### src/rtl/bsc_pkg.sv
package bsc_pkg;

  localparam int STACK_DEPTH = 256;
  localparam int POOL_DEPTH  = 256;
  localparam int VALUE_WIDTH = 32;

  localparam int CMD_W   = 3;
  localparam int IDX_W   = 8;
  localparam int PV_W    = 32;
  localparam int STAT_W  = 2;
  localparam int RET_W   = 32;

  typedef enum logic [CMD_W-1:0] {
    CMD_PUSH  = 3'd0,
    CMD_NEG   = 3'd1,
    CMD_ADD   = 3'd2,
    CMD_SUB   = 3'd3,
    CMD_MUL   = 3'd4,
    CMD_DIV   = 3'd5,
    CMD_RET   = 3'd6,
    CMD_WPOOL = 3'd7
  } cmd_t;

  typedef enum logic [STAT_W-1:0] {
    ST_OK    = 2'd0,
    ST_UNDER = 2'd1,
    ST_OVER  = 2'd2,
    ST_DIVZ  = 2'd3
  } status_t;

  // request to the shared multiply/divide unit
  typedef struct packed {
    logic start;
    logic is_div;
  } md_ctl_t;

endpackage

### src/rtl/bsc_muldiv.sv
module bsc_muldiv #(
  parameter int VALUE_WIDTH = bsc_pkg::VALUE_WIDTH
) (
  input  logic                   clk,
  input  logic                   rst_n,
  input  bsc_pkg::md_ctl_t       ctl,
  input  logic [VALUE_WIDTH-1:0] a,
  input  logic [VALUE_WIDTH-1:0] b,
  output logic                   busy,
  output logic                   done,
  output logic [VALUE_WIDTH-1:0] result
);

  localparam int VW = VALUE_WIDTH;
  localparam int SW = $clog2(VW);

  logic          busy_r, done_r, div_r, neg_r;
  logic [SW-1:0] step_r;
  logic [VW-1:0] acc_r, x_r, y_r;

  logic [VW-1:0] acc_nxt, x_nxt, y_nxt;
  logic [VW:0]   trial;
  logic          qbit;
  logic [VW-1:0] mag_a, mag_b;

  assign mag_a = a[VW-1] ? (VW'(0) - a) : a;
  assign mag_b = b[VW-1] ? (VW'(0) - b) : b;

  // one bit per step: shift-add multiply, restoring divide on magnitudes
  always_comb begin
    trial   = {acc_r, x_r[VW-1]} - {1'b0, y_r};
    qbit    = ~trial[VW];
    acc_nxt = acc_r;
    x_nxt   = x_r;
    y_nxt   = y_r;
    if (div_r) begin
      acc_nxt = qbit ? trial[VW-1:0] : {acc_r[VW-2:0], x_r[VW-1]};
      x_nxt   = {x_r[VW-2:0], qbit};
    end else begin
      acc_nxt = x_r[0] ? (acc_r + y_r) : acc_r;
      x_nxt   = {1'b0, x_r[VW-1:1]};
      y_nxt   = {y_r[VW-2:0], 1'b0};
    end
  end

  always_ff @(posedge clk) begin
    if (!rst_n) begin
      busy_r <= 1'b0;
      done_r <= 1'b0;
    end else begin
      done_r <= 1'b0;
      if (ctl.start) begin
        busy_r <= 1'b1;
        step_r <= '0;
        div_r  <= ctl.is_div;
        neg_r  <= a[VW-1] ^ b[VW-1];
        acc_r  <= '0;
        x_r    <= ctl.is_div ? mag_a : b;
        y_r    <= ctl.is_div ? mag_b : a;
      end else if (busy_r) begin
        acc_r  <= acc_nxt;
        x_r    <= x_nxt;
        y_r    <= y_nxt;
        step_r <= step_r + SW'(1);
        if (step_r == SW'(VW - 1)) begin
          busy_r <= 1'b0;
          done_r <= 1'b1;
        end
      end
    end
  end

  assign busy   = busy_r;
  assign done   = done_r;
  assign result = div_r ? (neg_r ? (VW'(0) - x_r) : x_r) : acc_r;

endmodule

### config.mk
export PLATFORM = sky130hd
export DESIGN_NAME = bsc_muldiv
export DESIGN_NICKNAME = d
export VERILOG_FILES = /design/src/rtl/bsc_pkg.sv /design/src/rtl/bsc_muldiv.sv
export SDC_FILE = /design/constraint.sdc
export NUM_CORES = 1
export LEC_CHECK = 0
export CORE_MARGIN = 2
export CORE_UTILIZATION = 45
export CTS_BUF_LIST = sky130_fd_sc_hd__clkbuf_2 sky130_fd_sc_hd__clkbuf_4 sky130_fd_sc_hd__clkbuf_8
export DETAILED_ROUTE_END_ITERATION = 7
export DONT_BUFFER_PORTS = 1
export GPL_TIMING_DRIVEN = 0
export HOLD_SLACK_MARGIN = 0.06
export PLACE_DENSITY = 0.61
export SLEW_MARGIN = 20
export SYNTH_ARGS = -nofsm -noshare
export SYNTH_HDL_FRONTEND = slang
export SYNTH_SLANG_ARGS = --single-unit
### constraint.sdc
create_clock -name clk -period 8.8 [get_ports clk]
set_input_delay 0.44 -clock clk [delete_from_list [all_inputs] [get_ports clk]]
set_output_delay 0.44 -clock clk [all_outputs]
set_load 0.01 [all_outputs]
==> key figures <==
Final layout
  • Synth-to-layout area growth: 5.88%
  • Antenna cells: 0
  • Finished Layout Cells: 1665
  • Most common library cell in the layout ignoring fill and taps: edfxtp_1
  • Total number of nets in the final design: 1474
  • Share of final-layout standard cells stronger than drive strength 1: 0.0395
  • Most frequent cells in the layout: 103 x edfxtp_1, 102 x nand2_1, 101 x a21oi_1
  • Count of fill cells added during filler insertion: 2404

Floorplanning
  • Number of standard-cell rows in the floorplan: 57
  • Die area: 26000 µm²
  • Ports: 102
  • Die X: 161 µm
  • Core outline area: 24300 µm²
  • Starting density of the core: 0.457
  • Die height: 161 µm

Pwr
  • Areal power density over the cells: 143 nW/µm²
  • Seq pwr share: 0.388
  • Internal power: 0.000999 W
  • Total design power: 0.00169 W
  • Part of the power in combinational logic: 0.437
  • Fraction of power spent switching nets: 0.409
  • Leakage power total: 4.56 nW
  • Share of total power in the clock network: 0.175
  • Power spent charging and discharging nets: 0.000690 W
  • Worst supply voltage drop on vdd: 0.0721 mV

Setup path
  • Most numerous cell on the critical path: buf_2
  • Critical Path RT: 9.01 ns
  • Top cell family by delay on the critical path: compound AO/OA/AOI/OAI gates
  • Slowest cell delay on critical path: 0.41 ns
  • Launch instance of the worst register-to-register path: x_r[31]
  • Arrival time worst endpoint: 4.41 ns
  • Element type at the critical path end: flop
  • Worst R2R End: acc_r[30]
  • Critical-path maximum fanout: 10
  • CP startpoint kind: flop
  • Type of the worst setup path: reg2reg
  • Buf/Inv on CP: 3
  • Slowest cell on the critical path: edfxtp_1
  • Worst R2R Path Depth: 14
  • Critical Path, Cell by Cell: inv_1, ha_1, fa_1, nor2b_1, o31a_1, a211o_1, o21a_1, o21ai_1, a21oi_1, nor3_1, buf_2, buf_2, nand3_1, a221oi_1
  • FF-to-FF setup slack: 4.60 ns

Min path
  • Path class of the lowest-slack min-delay path: in2reg
  • Hold EP: div_r
  • Worst Min Path Start: ctl[0]
  • Worst hold path depth: 0

Job
  • Max-capacitance violation count: 0

Timing
  • Final Hold Viols: 0
  • RSZ-0062 raised after global routing: false
  • Tightest slew margin relative to the limit: 0.264
  • Least-Margin Pin Slew: 1.09 ns
  • Hold slack final: 0.144 ns
  • Final clock period utilization by the worst path: 0.477
  • Worst-case setup margin in the final layout: 4.60 ns
  • Endpoints failing setup: 0
  • Final Max Tran Viols: 0
  • Final period demand of the worst path: 4.20 ns
  • Clock Skew: 0.0200 ns
  • Upper clock frequency limit: 0.238 GHz
  • Setup tns final: 0 ns

Logic synthesis
  • Synthesis warning total: 0
  • Post-synthesis cell count: 1323
  • Cell type contributing the most total cell area after synthesis: edfxtp_1
  • Post-synthesis register bit count: 105
  • Cells taking the most area after synthesis: edfxtp_1 28%, ha_1 7.6%, xor2_1 7.3%
  • Mean Syn Cell Area: 8.41 µm²
  • Post-Syn Area: 11100 µm²
  • Nets in the synthesized netlist: 1461
  • Number of distinct library cells after synthesis: 66
  • Ys async rst share: 0
  • Sequential element share of the synthesized area: 0.282
  • Share of the synthesized area in the top cell type: 0.278
  • Count of flip-flops with a built-in enable after synthesis: 103
  • Dominant synthesized flop cell: edfxtp_1

Clock tree
  • Post-CTS setup buffer count: 0
  • Skew-Pair Late Insertion Delay: 0.40 ns
  • Total clock buffers created by CTS: 9
  • Resize count post-CTS: 0
  • Total of hold buffers inserted after clock tree synthesis: 0
  • Total number of clock tree sinks: 105
  • Maximum buffer depth of the clock tree: 2
  • TritonCTS clock tree: yes
  • Number of H-tree branching levels: 3
  • Buffer cell driving the clock tree root: clkbuf_8
  • Clock transition at the register clock pins on the worst setup and hold paths after CTS: 0.11 ns

Drt
  • Total wire length: 37500 µm
  • Detailed router's first-iteration violation count: 869
  • Via density: 6.16
  • Wire length per cell: 22.5 µm
  • Antenna-violating nets left: 0
  • Detailed-route DRC error count: 0
  • Total vias in the final route: 10249
  • First-pass iteration count of the detailed router: 5

Global routing
  • Initial antenna violation count: 0
  • Vias in the first global route: 9988
  • Overall track demand over capacity in global routing: 0.285
  • Global-route wire length before repair: 57200 µm
  • Overflow after GRT: 0
  • Maximum number of pins on one net before global-route repair: 38

Placement
  • Detailed placer's ending HPWL: 30100 µm
  • Number of port buffers: 0
  • Worst setup timing slack at the placement stage: 4.68 ns
  • # placed instances: 1649
  • Gp weighted congestion: 0.966

Status
  • Status: finished clean
==> metal layers <==
metal  wire length, µm  track usage  part of all wire  vias up
li1                  -            -                 -     4959
met5                 0            0                 0        -
met1             16800        0.390              0.45     4847
met3              2570       0.0449             0.069       58
met4              1230       0.0970             0.033        0
met2             16900        0.460              0.45      385
==> cells by family (layout without fill, tap and decap cells) <==
| logic type | after synthesis | in the layout | share of synthesized area |
|---|---|---|---|
| AND/OR/NAND/NOR | 357 | 357 | 0.157 |
| XOR/XNOR | 135 | 135 | 0.106 |
| AO/OA/AOI/OAI | 436 | 436 | 0.254 |
| multiplexers | 80 | 80 | 0.0731 |
| adder cells (fa/ha/maj) | 70 | 70 | 0.0801 |
| buffers and inverters | 140 | 158 | 0.0480 |
| flip-flops | 105 | 105 | 0.282 |
==> cell type report <==
| class | instances | area [µm²] | area share |
|---|---|---|---|
| tap | 324 | 405 | 0.0344 |
| clock buffer | 9 | 124 | 0.0105 |
| buffer | 78 | 302 | 0.0256 |
| clock inverter | 7 | 51.3 | 0.00436 |
| timing repair buffer | 2 | 55.1 | 0.00467 |
| sequential | 105 | 3130 | 0.266 |
| multi-input combinational | 1078 | 7480 | 0.635 |
| inverter | 62 | 233 | 0.0198 |
==> worst max-delay path by stage <==
stage | start | to | slack [ns] | cells after the start
3_5_place_dp | x_r[31] | acc_r[30] | 4.68 | 14
5_1_grt | x_r[31] | acc_r[30] | 4.40 | 14
3_3_place_gp | ctl[1] | acc_r[24] | 4.23 | 4
2_1_floorplan | x_r[6] | result[26] | 5.51 | 8
6_report | x_r[31] | acc_r[30] | 4.60 | 14
4_1_cts | x_r[31] | acc_r[30] | 4.63 | 14
==> cells in the mapped netlist, drive strengths merged, types with 7 or more instances <==
| cell | n |
|---|---|
| nand3 | 19 |
| nor4 | 9 |
| and3 | 12 |
| o31ai | 21 |
| xnor2 | 42 |
| nand2 | 102 |
| edfxtp | 103 |
| o21bai | 13 |
| a31oi | 12 |
| o22ai | 8 |
| a311oi | 7 |
| xor2 | 93 |
| nand2b | 19 |
| o21a | 12 |
| mux2 | 10 |
| a21o | 36 |
| inv | 62 |
| nor2b | 16 |
| mux2i | 70 |
| buf | 20 |
| ha | 68 |
| o41ai | 12 |
| or4 | 14 |
| nand4 | 16 |
| clkbuf | 58 |
| a21oi | 102 |
| or2 | 7 |
| a211oi | 30 |
| nor3 | 17 |
| nor2 | 101 |
| o211ai | 42 |
| o21ai | 103 |
| or3 | 14 |
==> per-stage QoR <==
step | utilization | instance area, µm²
6_report | 0.484 | 11800
3_5_place_dp | 0.477 | 11600
4_1_cts | 0.484 | 11800
5_1_grt | 0.484 | 11800
3_3_place_gp | 0.474 | 11500
2_1_floorplan | - | 11100
==> state kept, by name, summed over array words and instances (netlist names) <==
register  cells
acc_r        32
busy          1
x_r          32
neg_r         1
done          1
y_r          32
step_r        5
div_r         1
==> power by group through the flow <==
| stage | Sequential, W | Clock [W] | Combinational, W |
|---|---|---|---|
| 6_report | 0.000655 | 0.000296 | 0.000738 |
| 5_1_grt | 0.000660 | 0.000316 | 0.000810 |
| 4_1_cts | 0.000653 | 0.000299 | 0.000728 |
| 3_5_place_dp | 0.000664 | 0 | 0.000723 |
| 3_3_place_gp | 0.000666 | 0 | 0.000713 |
| 2_1_floorplan | 0.000646 | 0 | 0.000551 |
Power figures use the tool's default switching activity.
